==> src/rtl/core/foe_pkg.sv <==
`timescale 1ns / 1ps
// ----------------------------------------------------------------------------
// foe_pkg
// Shared types, codes and character tables of the order message encoder.
// ----------------------------------------------------------------------------
package foe_pkg;

	localparam logic [1:0] OP_TEXT    = 2'd0;
	localparam logic [1:0] OP_END     = 2'd1;
	localparam logic [1:0] OP_VALUE   = 2'd2;
	localparam logic [1:0] OP_ILLEGAL = 2'd3;

	typedef enum logic [1:0] {KIND_TEXT, KIND_NUM, KIND_CHAR, KIND_PRICE} kind_t;

	localparam logic [3:0] FP_SENDER = 4'd0;
	localparam logic [3:0] FP_SYMBOL = 4'd5;
	localparam logic [3:0] FP_LAST   = 4'd11;

	localparam logic [9:0] BODY_MIN     = 10'd100;
	localparam logic [9:0] BODY_MAX     = 10'd999;
	localparam logic [9:0] HEADER_BYTES = 10'd16;
	localparam logic [9:0] OFF_LEN      = 10'd12;
	localparam logic [9:0] OFF_HSOH     = 10'd15;
	localparam logic [9:0] OFF_CK       = 10'd3;
	localparam logic [9:0] OFF_TSOH     = 10'd6;

	localparam logic [7:0] CH_SOH  = 8'h01;
	localparam logic [7:0] CH_EQ   = "=";
	localparam logic [7:0] CH_DOT  = ".";
	localparam logic [7:0] CH_ZERO = "0";

	typedef enum logic [1:0] {BS_CONST, BS_INPUT, BS_DIGIT} byte_src_t;
	typedef enum logic [1:0] {OS_BODY, OS_FIXED, OS_TRAIL} off_src_t;
	typedef enum logic [1:0] {CV_NUM, CV_PRICE, CV_LEN, CV_CK} conv_sel_t;

	typedef struct packed {
		logic       latch_in;
		logic       push;
		logic       is_body;
		logic       add_sum;
		byte_src_t  byte_src;
		logic [7:0] const_byte;
		off_src_t   off_src;
		logic [9:0] off_k;
		logic       msg_end;
		logic       len_err;
		logic       flush;
		logic       clr_msg;
		logic       fp_inc;
		logic       prefix_set;
		logic       prefix_clr;
		logic       conv_start;
		conv_sel_t  conv_sel;
		logic       dig_init;
		logic       dig_dec;
	} foe_cmd_t;

	typedef struct packed {
		logic       can_push;
		logic       hold_valid;
		logic       conv_busy;
		logic [1:0] opcode;
		logic [3:0] fp;
		logic       prefix_written;
		logic       overflow;
		logic       count_lt_min;
		logic [3:0] digit;
		logic       idx_zero;
		logic       idx_le2;
		logic       idx_le4;
		logic       idx_eq4;
	} foe_status_t;

	function automatic kind_t kind_of(input logic [3:0] fp);
		kind_t k;
		case (fp)
			4'd2, 4'd8:        k = KIND_NUM;
			4'd6, 4'd9, 4'd11: k = KIND_CHAR;
			4'd10:             k = KIND_PRICE;
			default:           k = KIND_TEXT;
		endcase
		return k;
	endfunction

	// tag digits: 49 56 34 52 11 55 54 60 38 40 44 59
	function automatic logic [7:0] tag_char(input logic [3:0] fp, input logic ones);
		logic [7:0] t;
		logic [7:0] o;
		case (fp)
			4'd0:    begin t = "4"; o = "9"; end
			4'd1:    begin t = "5"; o = "6"; end
			4'd2:    begin t = "3"; o = "4"; end
			4'd3:    begin t = "5"; o = "2"; end
			4'd4:    begin t = "1"; o = "1"; end
			4'd5:    begin t = "5"; o = "5"; end
			4'd6:    begin t = "5"; o = "4"; end
			4'd7:    begin t = "6"; o = "0"; end
			4'd8:    begin t = "3"; o = "8"; end
			4'd9:    begin t = "4"; o = "0"; end
			4'd10:   begin t = "4"; o = "4"; end
			default: begin t = "5"; o = "9"; end
		endcase
		return ones ? o : t;
	endfunction

	// field prefix: optional "35=D<SOH>" or "21=1<SOH>", tag, '='
	function automatic logic [7:0] pre_char(input logic [3:0] fp, input logic [2:0] j);
		logic [7:0] c;
		case (j)
			3'd0:    c = (fp == FP_SENDER) ? "3" : "2";
			3'd1:    c = (fp == FP_SENDER) ? "5" : "1";
			3'd2:    c = CH_EQ;
			3'd3:    c = (fp == FP_SENDER) ? "D" : "1";
			3'd4:    c = CH_SOH;
			3'd5:    c = tag_char(fp, 1'b0);
			3'd6:    c = tag_char(fp, 1'b1);
			default: c = CH_EQ;
		endcase
		return c;
	endfunction

	function automatic logic [7:0] head_char(input logic [3:0] k);
		logic [7:0] c;
		case (k)
			4'd0:    c = "8";
			4'd1:    c = CH_EQ;
			4'd2:    c = "F";
			4'd3:    c = "I";
			4'd4:    c = "X";
			4'd5:    c = CH_DOT;
			4'd6:    c = "4";
			4'd7:    c = CH_DOT;
			4'd8:    c = "4";
			4'd9:    c = CH_SOH;
			4'd10:   c = "9";
			default: c = CH_EQ;
		endcase
		return c;
	endfunction

	function automatic logic [7:0] trail_char(input logic [3:0] k);
		logic [7:0] c;
		case (k)
			4'd0:    c = "1";
			4'd1:    c = CH_ZERO;
			default: c = CH_EQ;
		endcase
		return c;
	endfunction

endpackage

==> src/rtl/core/foe_if.sv <==
`timescale 1ns / 1ps
// ----------------------------------------------------------------------------
// foe_if
// Input and output channels of the order message encoder.
// ----------------------------------------------------------------------------
interface foe_in_if;
	logic        valid;
	logic        ready;
	logic [1:0]  opcode;
	logic [47:0] value;
	modport source (output valid, output opcode, output value, input ready);
	modport sink (input valid, input opcode, input value, output ready);
endinterface

interface foe_out_if;
	logic       valid;
	logic       ready;
	logic [7:0] data_byte;
	logic [9:0] offset;
	logic       run_last;
	logic       message_end;
	logic       length_error;
	modport source (output valid, output data_byte, output offset, output run_last,
		output message_end, output length_error, input ready);
	modport sink (input valid, input data_byte, input offset, input run_last,
		input message_end, input length_error, output ready);
endinterface

==> src/rtl/core/fix_order_message_encoder.sv <==
`timescale 1ns / 1ps
// ----------------------------------------------------------------------------
// fix_order_message_encoder
// FIX 4.4 NewOrderSingle encoder: field values in, wire bytes with offsets out.
// ----------------------------------------------------------------------------
// One item is taken at a time; the input is held off until the item's results
// are out. A text byte goes through accept, decode, byte and close, with any
// inserted prefix bytes (up to eight on the first byte of a field) between
// decode and byte. Numbers and prices go through a binary to BCD
// shift-and-add-3 unit, then every BCD digit position is scanned (leading
// zeros are scanned but not emitted), with a decimal point inside a price and
// then the SOH. The last field also runs the unit twice more, for the body
// length and the checksum, and emits 16 header and 7 trailer bytes. Results
// leave through a one-deep hold and an output register; while both are full
// the sequencer waits, so a result held up at the output stalls the next
// item.
// ----------------------------------------------------------------------------
module fix_order_message_encoder
	import foe_pkg::*;
#(
	parameter int VALUE_BITS = 48
) (
	input  logic            clk,
	input  logic            arst_n,
	foe_in_if.sink          item_in,
	foe_out_if.source       item_out
);

	foe_cmd_t    cmd;
	foe_status_t st;

	foe_ctrl u_ctrl (
		.clk      (clk),
		.arst_n   (arst_n),
		.in_valid (item_in.valid),
		.in_ready (item_in.ready),
		.st       (st),
		.cmd      (cmd)
	);

	foe_dpath #(
		.VALUE_BITS (VALUE_BITS)
	) u_dpath (
		.clk              (clk),
		.arst_n           (arst_n),
		.cmd              (cmd),
		.st               (st),
		.in_opcode        (item_in.opcode),
		.in_value         (item_in.value),
		.out_valid        (item_out.valid),
		.out_ready        (item_out.ready),
		.out_data_byte    (item_out.data_byte),
		.out_offset       (item_out.offset),
		.out_run_last     (item_out.run_last),
		.out_message_end  (item_out.message_end),
		.out_length_error (item_out.length_error)
	);

	a_end_is_last: assert property (@(posedge clk) disable iff (!arst_n)
		item_out.valid && item_out.message_end |-> item_out.run_last)
		else $error("message end without run_last");

	a_err_shape: assert property (@(posedge clk) disable iff (!arst_n)
		item_out.valid && item_out.length_error |->
		item_out.message_end && item_out.data_byte == 8'd0 && item_out.offset == 10'd0)
		else $error("malformed error result");

	a_one_item: assert property (@(posedge clk) disable iff (!arst_n)
		item_in.valid && item_in.ready |=> !item_in.ready)
		else $error("second item taken while busy");

endmodule

==> src/rtl/core/foe_dpath.sv <==
`timescale 1ns / 1ps
// ----------------------------------------------------------------------------
// foe_dpath
// Message state, binary to BCD converter, byte/offset mux and output stage.
// ----------------------------------------------------------------------------
module foe_dpath
	import foe_pkg::*;
#(
	parameter int VALUE_BITS = 48
) (
	input  logic        clk,
	input  logic        arst_n,
	input  foe_cmd_t    cmd,
	output foe_status_t st,
	input  logic [1:0]  in_opcode,
	input  logic [47:0] in_value,
	output logic        out_valid,
	input  logic        out_ready,
	output logic [7:0]  out_data_byte,
	output logic [9:0]  out_offset,
	output logic        out_run_last,
	output logic        out_message_end,
	output logic        out_length_error
);

	localparam int DIGITS = (VALUE_BITS * 30103) / 100000 + 1;
	localparam int DIG_W  = $clog2(DIGITS);
	localparam int CNT_W  = $clog2(VALUE_BITS + 1);

	logic [1:0]          op_q;
	logic [47:0]         val_q;
	logic [3:0]          fp_q;
	logic                pre_q;
	logic [9:0]          count_q;
	logic [7:0]          sum_q;
	logic                ovf_q;
	logic [VALUE_BITS-1:0] bin_q;
	logic [DIGITS*4-1:0] bcd_q;
	logic [DIGITS*4-1:0] adj;
	logic [CNT_W-1:0]    cnt_q;
	logic [DIG_W-1:0]    idx_q;
	logic [63:0]         src64;
	logic [3:0]          digit;
	logic [7:0]          new_byte;
	logic [9:0]          new_off;
	logic                blocked;
	logic                do_push;
	logic                move;

	logic       hold_valid_q;
	logic [7:0] hold_byte_q;
	logic [9:0] hold_off_q;
	logic       hold_end_q;
	logic       hold_err_q;

	logic       out_valid_q;
	logic [7:0] out_byte_q;
	logic [9:0] out_off_q;
	logic       out_last_q;
	logic       out_end_q;
	logic       out_err_q;

	always_comb begin
		case (cmd.conv_sel)
			CV_NUM:   src64 = {32'd0, val_q[31:0]};
			CV_PRICE: src64 = {16'd0, val_q};
			CV_LEN:   src64 = {54'd0, count_q};
			default:  src64 = {56'd0, sum_q};
		endcase
	end

	always_comb begin
		for (int i = 0; i < DIGITS; i++) begin
			adj[i*4 +: 4] = (bcd_q[i*4 +: 4] >= 4'd5) ? bcd_q[i*4 +: 4] + 4'd3
				: bcd_q[i*4 +: 4];
		end
	end

	assign digit = bcd_q[{idx_q, 2'b00} +: 4];

	always_comb begin
		case (cmd.byte_src)
			BS_INPUT: new_byte = val_q[7:0];
			BS_DIGIT: new_byte = {4'h3, digit};
			default:  new_byte = cmd.const_byte;
		endcase
		case (cmd.off_src)
			OS_BODY:  new_off = HEADER_BYTES + count_q;
			OS_TRAIL: new_off = HEADER_BYTES + count_q + cmd.off_k;
			default:  new_off = cmd.off_k;
		endcase
	end

	assign blocked = cmd.is_body && (ovf_q || count_q >= BODY_MAX);
	assign do_push = cmd.push && !blocked;
	assign move    = hold_valid_q && (do_push || cmd.flush);

	always_ff @(posedge clk or negedge arst_n) begin
		if (!arst_n) begin
			fp_q    <= FP_SENDER;
			pre_q   <= 1'b0;
			count_q <= '0;
			sum_q   <= '0;
			ovf_q   <= 1'b0;
			cnt_q   <= '0;
			idx_q   <= '0;
			op_q    <= OP_TEXT;
		end else begin
			if (cmd.latch_in) begin
				op_q <= in_opcode;
			end
			if (cmd.push && blocked) begin
				ovf_q <= 1'b1;
			end
			if (do_push && cmd.is_body) begin
				count_q <= count_q + 10'd1;
			end
			if (do_push && (cmd.is_body || cmd.add_sum)) begin
				sum_q <= sum_q + new_byte;
			end
			if (cmd.fp_inc) begin
				fp_q <= fp_q + 4'd1;
			end
			if (cmd.prefix_set) begin
				pre_q <= 1'b1;
			end
			if (cmd.prefix_clr) begin
				pre_q <= 1'b0;
			end
			if (cmd.clr_msg) begin
				fp_q    <= FP_SENDER;
				pre_q   <= 1'b0;
				count_q <= '0;
				sum_q   <= '0;
				ovf_q   <= 1'b0;
			end
			if (cmd.conv_start) begin
				cnt_q <= CNT_W'(VALUE_BITS);
			end else if (cnt_q != '0) begin
				cnt_q <= cnt_q - 1'b1;
			end
			if (cmd.dig_init) begin
				idx_q <= DIG_W'(DIGITS - 1);
			end else if (cmd.dig_dec) begin
				idx_q <= idx_q - 1'b1;
			end
		end
	end

	always_ff @(posedge clk) begin
		if (cmd.latch_in) begin
			val_q <= in_value;
		end
		if (cmd.conv_start) begin
			bin_q <= src64[VALUE_BITS-1:0];
			bcd_q <= '0;
		end else if (cnt_q != '0) begin
			bcd_q <= {adj[DIGITS*4-2:0], bin_q[VALUE_BITS-1]};
			bin_q <= {bin_q[VALUE_BITS-2:0], 1'b0};
		end
	end

	// one result is held back so run_last can be set when the item closes
	always_ff @(posedge clk or negedge arst_n) begin
		if (!arst_n) begin
			hold_valid_q <= 1'b0;
			out_valid_q  <= 1'b0;
		end else begin
			if (do_push) begin
				hold_valid_q <= 1'b1;
			end else if (cmd.flush) begin
				hold_valid_q <= 1'b0;
			end
			if (move) begin
				out_valid_q <= 1'b1;
			end else if (out_ready) begin
				out_valid_q <= 1'b0;
			end
		end
	end

	always_ff @(posedge clk) begin
		if (do_push) begin
			hold_byte_q <= new_byte;
			hold_off_q  <= new_off;
			hold_end_q  <= cmd.msg_end;
			hold_err_q  <= cmd.len_err;
		end
		if (move) begin
			out_byte_q <= hold_byte_q;
			out_off_q  <= hold_off_q;
			out_end_q  <= hold_end_q;
			out_err_q  <= hold_err_q;
			out_last_q <= cmd.flush;
		end
	end

	always_comb begin
		st                = '0;
		st.can_push       = !hold_valid_q || !out_valid_q || out_ready;
		st.hold_valid     = hold_valid_q;
		st.conv_busy      = cnt_q != '0;
		st.opcode         = op_q;
		st.fp             = fp_q;
		st.prefix_written = pre_q;
		st.overflow       = ovf_q;
		st.count_lt_min   = count_q < BODY_MIN;
		st.digit          = digit;
		st.idx_zero       = idx_q == '0;
		st.idx_le2        = idx_q <= DIG_W'(2);
		st.idx_le4        = idx_q <= DIG_W'(4);
		st.idx_eq4        = idx_q == DIG_W'(4);
	end

	assign out_valid        = out_valid_q;
	assign out_data_byte    = out_byte_q;
	assign out_offset       = out_off_q;
	assign out_run_last     = out_last_q;
	assign out_message_end  = out_end_q;
	assign out_length_error = out_err_q;

endmodule

==> src/rtl/core/foe_ctrl.sv <==
`timescale 1ns / 1ps
// ----------------------------------------------------------------------------
// foe_ctrl
// Sequencer: decodes each item and steps through prefix, value, header and
// trailer bytes.
// ----------------------------------------------------------------------------
module foe_ctrl
	import foe_pkg::*;
(
	input  logic        clk,
	input  logic        arst_n,
	input  logic        in_valid,
	output logic        in_ready,
	input  foe_status_t st,
	output foe_cmd_t    cmd
);

	typedef enum logic [3:0] {
		S_IDLE, S_DECODE, S_ERROR, S_PRE, S_BODYOP, S_ADV, S_FIN, S_HDR,
		S_CONV, S_DIG, S_DOT, S_HSOH, S_CKC, S_TR, S_TSOH, S_FLUSH
	} state_t;

	state_t    state_q, state_d;
	logic [3:0] step_q, step_d;
	conv_sel_t purpose_q, purpose_d;
	logic      started_q, started_d;
	kind_t     kind;
	logic      bad;
	logic      min_ok;
	logic      show;

	assign kind   = kind_of(st.fp);
	assign bad    = (st.opcode == OP_ILLEGAL) ||
		((kind == KIND_TEXT) != (st.opcode != OP_VALUE));
	assign min_ok = (purpose_q == CV_PRICE) ? st.idx_le4
		: ((purpose_q == CV_NUM) ? st.idx_zero : st.idx_le2);
	assign show   = started_q || (st.digit != 4'd0) || min_ok;

	always_comb begin
		cmd       = '0;
		in_ready  = 1'b0;
		state_d   = state_q;
		step_d    = step_q;
		purpose_d = purpose_q;
		started_d = started_q;
		unique case (state_q)
			S_IDLE: begin
				in_ready = 1'b1;
				if (in_valid) begin
					cmd.latch_in = 1'b1;
					state_d      = S_DECODE;
				end
			end
			S_DECODE: begin
				if (bad) begin
					state_d = S_ERROR;
				end else if (!st.prefix_written) begin
					state_d = S_PRE;
					step_d  = (st.fp == FP_SENDER || st.fp == FP_SYMBOL) ? 4'd0 : 4'd5;
				end else begin
					state_d = S_BODYOP;
				end
			end
			S_ERROR: begin
				if (st.can_push) begin
					cmd.push     = 1'b1;
					cmd.off_src  = OS_FIXED;
					cmd.msg_end  = 1'b1;
					cmd.len_err  = 1'b1;
					cmd.clr_msg  = 1'b1;
					state_d      = S_FLUSH;
				end
			end
			S_PRE: begin
				if (st.can_push) begin
					cmd.push       = 1'b1;
					cmd.is_body    = 1'b1;
					cmd.const_byte = pre_char(st.fp, step_q[2:0]);
					if (step_q == 4'd7) begin
						cmd.prefix_set = 1'b1;
						state_d        = S_BODYOP;
					end else begin
						step_d = step_q + 4'd1;
					end
				end
			end
			S_BODYOP: begin
				if (st.opcode == OP_END) begin
					state_d = S_ADV;
				end else if (st.opcode == OP_TEXT || kind == KIND_CHAR) begin
					if (st.can_push) begin
						cmd.push     = 1'b1;
						cmd.is_body  = 1'b1;
						cmd.byte_src = BS_INPUT;
						state_d      = (st.opcode == OP_TEXT) ? S_FLUSH : S_ADV;
					end
				end else begin
					cmd.conv_start = 1'b1;
					cmd.conv_sel   = (kind == KIND_PRICE) ? CV_PRICE : CV_NUM;
					purpose_d      = cmd.conv_sel;
					state_d        = S_CONV;
				end
			end
			S_ADV: begin
				if (st.can_push) begin
					cmd.push       = 1'b1;
					cmd.is_body    = 1'b1;
					cmd.const_byte = CH_SOH;
					cmd.prefix_clr = 1'b1;
					if (st.fp == FP_LAST) begin
						state_d = S_FIN;
					end else begin
						cmd.fp_inc = 1'b1;
						state_d    = S_FLUSH;
					end
				end
			end
			S_FIN: begin
				if (st.overflow || st.count_lt_min) begin
					state_d = S_ERROR;
				end else begin
					cmd.conv_start = 1'b1;
					cmd.conv_sel   = CV_LEN;
					purpose_d      = CV_LEN;
					step_d         = 4'd0;
					state_d        = S_HDR;
				end
			end
			S_HDR: begin
				if (st.can_push) begin
					cmd.push       = 1'b1;
					cmd.add_sum    = 1'b1;
					cmd.off_src    = OS_FIXED;
					cmd.off_k      = {6'd0, step_q};
					cmd.const_byte = head_char(step_q);
					if (step_q == 4'd11) begin
						state_d = S_CONV;
					end else begin
						step_d = step_q + 4'd1;
					end
				end
			end
			S_CONV: begin
				if (!st.conv_busy) begin
					cmd.dig_init = 1'b1;
					started_d    = 1'b0;
					step_d       = 4'd0;
					state_d      = S_DIG;
				end
			end
			S_DIG: begin
				if (st.can_push) begin
					if (show) begin
						cmd.push     = 1'b1;
						cmd.byte_src = BS_DIGIT;
						started_d    = 1'b1;
						step_d       = step_q + 4'd1;
						case (purpose_q)
							CV_LEN: begin
								cmd.off_src = OS_FIXED;
								cmd.off_k   = OFF_LEN + {6'd0, step_q};
								cmd.add_sum = 1'b1;
							end
							CV_CK: begin
								cmd.off_src = OS_TRAIL;
								cmd.off_k   = OFF_CK + {6'd0, step_q};
							end
							default: begin
								cmd.is_body = 1'b1;
							end
						endcase
					end
					if (purpose_q == CV_PRICE && st.idx_eq4) begin
						cmd.dig_dec = 1'b1;
						state_d     = S_DOT;
					end else if (st.idx_zero) begin
						case (purpose_q)
							CV_LEN:  state_d = S_HSOH;
							CV_CK:   state_d = S_TSOH;
							default: state_d = S_ADV;
						endcase
					end else begin
						cmd.dig_dec = 1'b1;
					end
				end
			end
			S_DOT: begin
				if (st.can_push) begin
					cmd.push       = 1'b1;
					cmd.is_body    = 1'b1;
					cmd.const_byte = CH_DOT;
					state_d        = S_DIG;
				end
			end
			S_HSOH: begin
				if (st.can_push) begin
					cmd.push       = 1'b1;
					cmd.add_sum    = 1'b1;
					cmd.off_src    = OS_FIXED;
					cmd.off_k      = OFF_HSOH;
					cmd.const_byte = CH_SOH;
					state_d        = S_CKC;
				end
			end
			S_CKC: begin
				cmd.conv_start = 1'b1;
				cmd.conv_sel   = CV_CK;
				purpose_d      = CV_CK;
				step_d         = 4'd0;
				state_d        = S_TR;
			end
			S_TR: begin
				if (st.can_push) begin
					cmd.push       = 1'b1;
					cmd.off_src    = OS_TRAIL;
					cmd.off_k      = {6'd0, step_q};
					cmd.const_byte = trail_char(step_q);
					if (step_q == 4'd2) begin
						state_d = S_CONV;
					end else begin
						step_d = step_q + 4'd1;
					end
				end
			end
			S_TSOH: begin
				if (st.can_push) begin
					cmd.push       = 1'b1;
					cmd.off_src    = OS_TRAIL;
					cmd.off_k      = OFF_TSOH;
					cmd.const_byte = CH_SOH;
					cmd.msg_end    = 1'b1;
					cmd.clr_msg    = 1'b1;
					state_d        = S_FLUSH;
				end
			end
			S_FLUSH: begin
				if (!st.hold_valid) begin
					state_d = S_IDLE;
				end else if (st.can_push) begin
					cmd.flush = 1'b1;
					state_d   = S_IDLE;
				end
			end
			default: begin
				state_d = S_IDLE;
			end
		endcase
	end

	always_ff @(posedge clk or negedge arst_n) begin
		if (!arst_n) begin
			state_q   <= S_IDLE;
			step_q    <= '0;
			purpose_q <= CV_NUM;
			started_q <= 1'b0;
		end else begin
			state_q   <= state_d;
			step_q    <= step_d;
			purpose_q <= purpose_d;
			started_q <= started_d;
		end
	end

endmodule

==> src/flat_wrapper.sv <==
// flat-port wrapper written by rule: the top's interface ports become plain ports
module fix_order_message_encoder_flat import foe_pkg::*;
#(
	parameter int VALUE_BITS = 48
)
  (clk, arst_n, item_in_valid, item_in_opcode, item_in_value, item_in_ready, item_out_valid, item_out_data_byte, item_out_offset, item_out_run_last, item_out_message_end, item_out_length_error, item_out_ready);
  foe_in_if item_in_i ();
  foe_out_if item_out_i ();
  input  logic clk;
  input  logic arst_n;
  input wire logic [$bits(item_in_i.valid)-1:0] item_in_valid;
  input wire logic [$bits(item_in_i.opcode)-1:0] item_in_opcode;
  input wire logic [$bits(item_in_i.value)-1:0] item_in_value;
  output wire logic [$bits(item_in_i.ready)-1:0] item_in_ready;
  output wire logic [$bits(item_out_i.valid)-1:0] item_out_valid;
  output wire logic [$bits(item_out_i.data_byte)-1:0] item_out_data_byte;
  output wire logic [$bits(item_out_i.offset)-1:0] item_out_offset;
  output wire logic [$bits(item_out_i.run_last)-1:0] item_out_run_last;
  output wire logic [$bits(item_out_i.message_end)-1:0] item_out_message_end;
  output wire logic [$bits(item_out_i.length_error)-1:0] item_out_length_error;
  input wire logic [$bits(item_out_i.ready)-1:0] item_out_ready;
  assign item_in_i.valid = item_in_valid;
  assign item_in_i.opcode = item_in_opcode;
  assign item_in_i.value = item_in_value;
  assign item_in_ready = item_in_i.ready;
  assign item_out_valid = item_out_i.valid;
  assign item_out_data_byte = item_out_i.data_byte;
  assign item_out_offset = item_out_i.offset;
  assign item_out_run_last = item_out_i.run_last;
  assign item_out_message_end = item_out_i.message_end;
  assign item_out_length_error = item_out_i.length_error;
  assign item_out_i.ready = item_out_ready;
  fix_order_message_encoder #(.VALUE_BITS(VALUE_BITS)) u_core (.clk(clk), .arst_n(arst_n), .item_in(item_in_i), .item_out(item_out_i));
endmodule
==> config.mk <==
export PLATFORM = sky130hd
export DESIGN_NAME = fix_order_message_encoder_flat
export DESIGN_NICKNAME = d
export VERILOG_FILES = /design/src/rtl/core/foe_pkg.sv /design/src/rtl/core/foe_if.sv /design/src/rtl/core/fix_order_message_encoder.sv /design/src/rtl/core/foe_dpath.sv /design/src/rtl/core/foe_ctrl.sv /design/src/flat_wrapper.sv
export SDC_FILE = /design/constraint.sdc
export NUM_CORES = 1
export LEC_CHECK = 0
export BUFFER_PORTS_ARGS = -buffer_cell sky130_fd_sc_hd__clkbuf_2
export CAP_MARGIN = 20
export CORE_ASPECT_RATIO = 0.9
export CORE_MARGIN = 10
export CORE_UTILIZATION = 55
export DETAILED_ROUTE_END_ITERATION = 8
export HOLD_SLACK_MARGIN = 0.05
export MAX_ROUTING_LAYER = met4
export PLACE_DENSITY = 0.78
export RECOVER_POWER = 50
export SKIP_CTS_REPAIR_TIMING = 1
export SYNTH_ARGS = -nofsm -noshare
export SYNTH_HDL_FRONTEND = slang
export SYNTH_HIERARCHICAL = 1
export SYNTH_SLANG_ARGS = --single-unit
==> constraint.sdc <==
create_clock -name clk -period 15.4 [get_ports clk]
set_input_delay 1.54 -clock clk [delete_from_list [all_inputs] [get_ports clk]]
set_output_delay 1.54 -clock clk [all_outputs]
set_load 0.005 [all_outputs]
==> flow_summary.ini <==
[status]
outcome = finished with violations
violations = max-capacitance violations, max-slew violations

[route]
wl_met2_mm = 15.9
met1_length_mm = 14.8
num_vias = 11200
drc_errors = 0
detail_route.wl_per_cell_microns = 17.5
top_layer = met4
wl_met3_mm = 1.88
via_per_inst = 5.87
dr.pass1.iters = 6
detail-route-antenna-nets = 0
initialDrtViolationCount = 1036
wl_mm = 33.2

[floorplan]
start_util_pct = 56.0
rows = 55
ios = 77
coreArea_sq_um = 25300
chipWidth_microns = 189
die_h_microns = 172
dieArea_sq_um = 32500

[placed_design]
dp.cells = 1850
io_buffer_count = 76
gp_congestion = 0.954
place_hpwl_mm = 22.7

[worst_setup_path]
required_ns = 15.82
worst_ep_arrival_time_ns = 5.98
setup.worst_path.class = input pin to register
start_kind = input pin
worst-path-max-fanout = 20
endpoint_kind = register

[timing]
hold_violations = 0
period_needed_ns = 5.57
tns_ns = 0
maxSlewViolCount = 142
relSlewSlack_pct = -98.3
fin_crit_sh_pct = 36.1
fmax_mhz = 180
rsz0062_at_grt = false
tightest_slew_ns = 2.97
setup_viol = 0
fin_worst_skew_ns = 0.0232

[final_layout]
fillers = 2121
seqCellArea_sq_um = 6540
layout.nets = 1668
drive_above_1_share_pct = 8.28
multi_input_comb_area_sq_um = 6770
syn2layout_area_growth_pct = 9.42
layout.cells.non_filler = 1901

[clocking]
cts_buffers = 27
htreeDepth = 1
cts_tree = done
clk-insertion-delay-late_ns = 0.53
cts.sinks = 246
clockRootBuffer = clkbuf_16
clk_pin_slew_ns = 0.06
clk_path_buf_depth = 3

[global_routing]
antenna_found_initial = 1
grt_pass1_wl_mm = 54.4
grt_start_max_net_pins = 79
grt_usage_pct = 20.6
overflow = 0
grt_pass1_vias = 10700

[logic_synthesis]
synth_ff_type = edfxtp_1
ys_seq_elements = 246
synth_cell_types = 83
synth_edf_count = 137
avgSynthCellArea_sq_um = 9.45
synthArstFlopShare_pct = 19.9
syn_area_sq_um = 14100
yosys.area.top_type_share_pct = 29.1
yosysWarnings = 6
synth-seq-area-share_pct = 46.3
synthTopCellsByArea = edfxtp_1 29%, dfrtp_1 8.7%, dfxtp_1 8.5%, ha_1 6.6%, nand2_1 5.2%
yosys.area.top_type = edfxtp_1
postSynthCellCount = 1496

[pwr]
ir_worst_vdd_uv = 111
powerDensity_nw_per_um2 = 210
leakagePower_nw = 6.18

[hold_path]
hp-class = register to register

[flow_run]
cap_violations = 3
synthesized netlist by cell type (9+ instances only):
cell,n
a211oi_1,24
a21o_1,11
a21oi_1,133
buf_1,9
buf_2,12
buf_4,11
clkbuf_1,48
dfrtp_1,49
dfxtp_1,60
edfxtp_1,137
ha_1,74
inv_1,110
mux2_2,14
mux2i_1,22
mux4_1,9
nand2_1,196
nand2b_1,28
nand3_1,29
nor2_1,109
nor2b_1,23
nor3_1,27
nor3b_1,18
o21a_1,10
o21ai_0,144
xnor2_1,31
xor2_1,11
stage by stage:
| step | util [%] | hold slack, ns | total power, mW | instance area (sq um) | worst slack, ns |
|---|---|---|---|---|---|
| after floorplan | - | 0.400 | 2.26 | 14200 | 10.35 |
| after global placement | 58.2 | 0.404 | 2.56 | 14700 | 10.28 |
| after detailed placement | 58.2 | 0.405 | 2.62 | 14700 | 10.0 |
| after CTS | 61.5 | 0.418 | 3.25 | 15500 | 10.10 |
| after global routing | 61.2 | 0.424 | 3.50 | 15500 | 9.40 |
| final | 61.2 | 0.417 | 3.25 | 15500 | 9.83 |
layer usage:
layer	global-route usage, %	vias up
met4	5.03	0
li1	-	5371
met3	2.54	55
met1	26.8	5375
met2	33.8	364
met5	-	-
cell usage in the layout, fill, tap and decap left out, types with 31 or more instances in the layout:
cell type / instances
clkbuf_2: 43
nor2_1: 109
inv_1: 110
edfxtp_1: 137
nand2_1: 196
ha_1: 74
dfxtp_1: 60
xnor2_1: 31
dfrtp_1: 49
clkbuf_1: 47
a21oi_1: 133
o21ai_0: 143
cell type report:
type	instances	share of cell area, %
repair buffers	94	2.90
flip-flops and latches	246	42.3
multi-input cells	1056	43.8
clock buffers	35	4.63
diodes	1	0.0162
clock inverters	14	0.858
well taps	342	2.77
inverters	113	2.74
worst paths after layout:
kind                                                             start  cells after the start  slack (ns)                                endpoint
min in group asynchronous                                       arst_n                      2        2.01      u_core/u_dpath/fp_q[2]$_DFFE_PN0P_
worst max register to register    u_core/u_ctrl/state_q[3]$_DFFE_PN0P_                     11       10.01      u_core/u_dpath/bin_q[34]$_DFFE_PP_
worst min register to register  u_core/u_dpath/hold_off_q[0]$_DFFE_PP_                      0        0.42  u_core/u_dpath/out_offset[0]$_DFFE_PP_
worst min-delay path            u_core/u_dpath/hold_off_q[0]$_DFFE_PP_                      0        0.42  u_core/u_dpath/out_offset[0]$_DFFE_PP_
worst max-delay path                                    item_out_ready                     19        9.83     u_core/u_dpath/sum_q[6]$_DFFE_PN0P_
max in group asynchronous                                       arst_n                      2       11.77     u_core/u_ctrl/started_q$_DFFE_PN0P_
kinds of logic after synthesis:
kind of cell | synth area share, %
DFF | 46.3
xor gates and xnor gates | 2.60
AOI/OAI and AO/OA | 16.7
buffers and inverters | 6.03
and+or+nand+nor | 16.0
adders and majority gates | 6.83
other | 0.0265
muxes | 5.46
power by group:
group / switching (mW) / internal (mW) / leakage (nW)
Combinational: 0.813 / 0.560 / 3.27
Sequential: 0.241 / 1.01 / 2.50
Clock: 0.258 / 0.362 / 0.410
state kept, by name (all words and copies together) (netlist names), 6 cells and up:
signal	count
u_core/u_dpath/out_offset	10
u_core/u_dpath/bin_q	48
u_core/u_dpath/count_q	10
u_core/u_dpath/cnt_q	6
u_core/u_dpath/sum_q	8
u_core/u_dpath/hold_byte_q	8
u_core/u_dpath/out_data_byte	8
u_core/u_dpath/val_q	48
u_core/u_dpath/hold_off_q	10
u_core/u_dpath/bcd_q	60
worst max-delay path: stages:
cell and delay, ns:
clkbuf_2 0.08, inv_1 0.05, nand3_1 0.07, clkbuf_1 0.70, inv_1 0.31, nor4_1 0.48
inv_1 0.10, ha_1 0.56, nand2_1 0.08, o21ai_1 0.14, ha_1 0.24, inv_1 0.06
fa_1 0.38, nor2b_1 0.18, o21ai_0 0.15, a21boi_0 0.30, o21a_1 0.17, nor3_1 0.05
o41ai_1 0.31
Power figures use the tool's default switching activity.
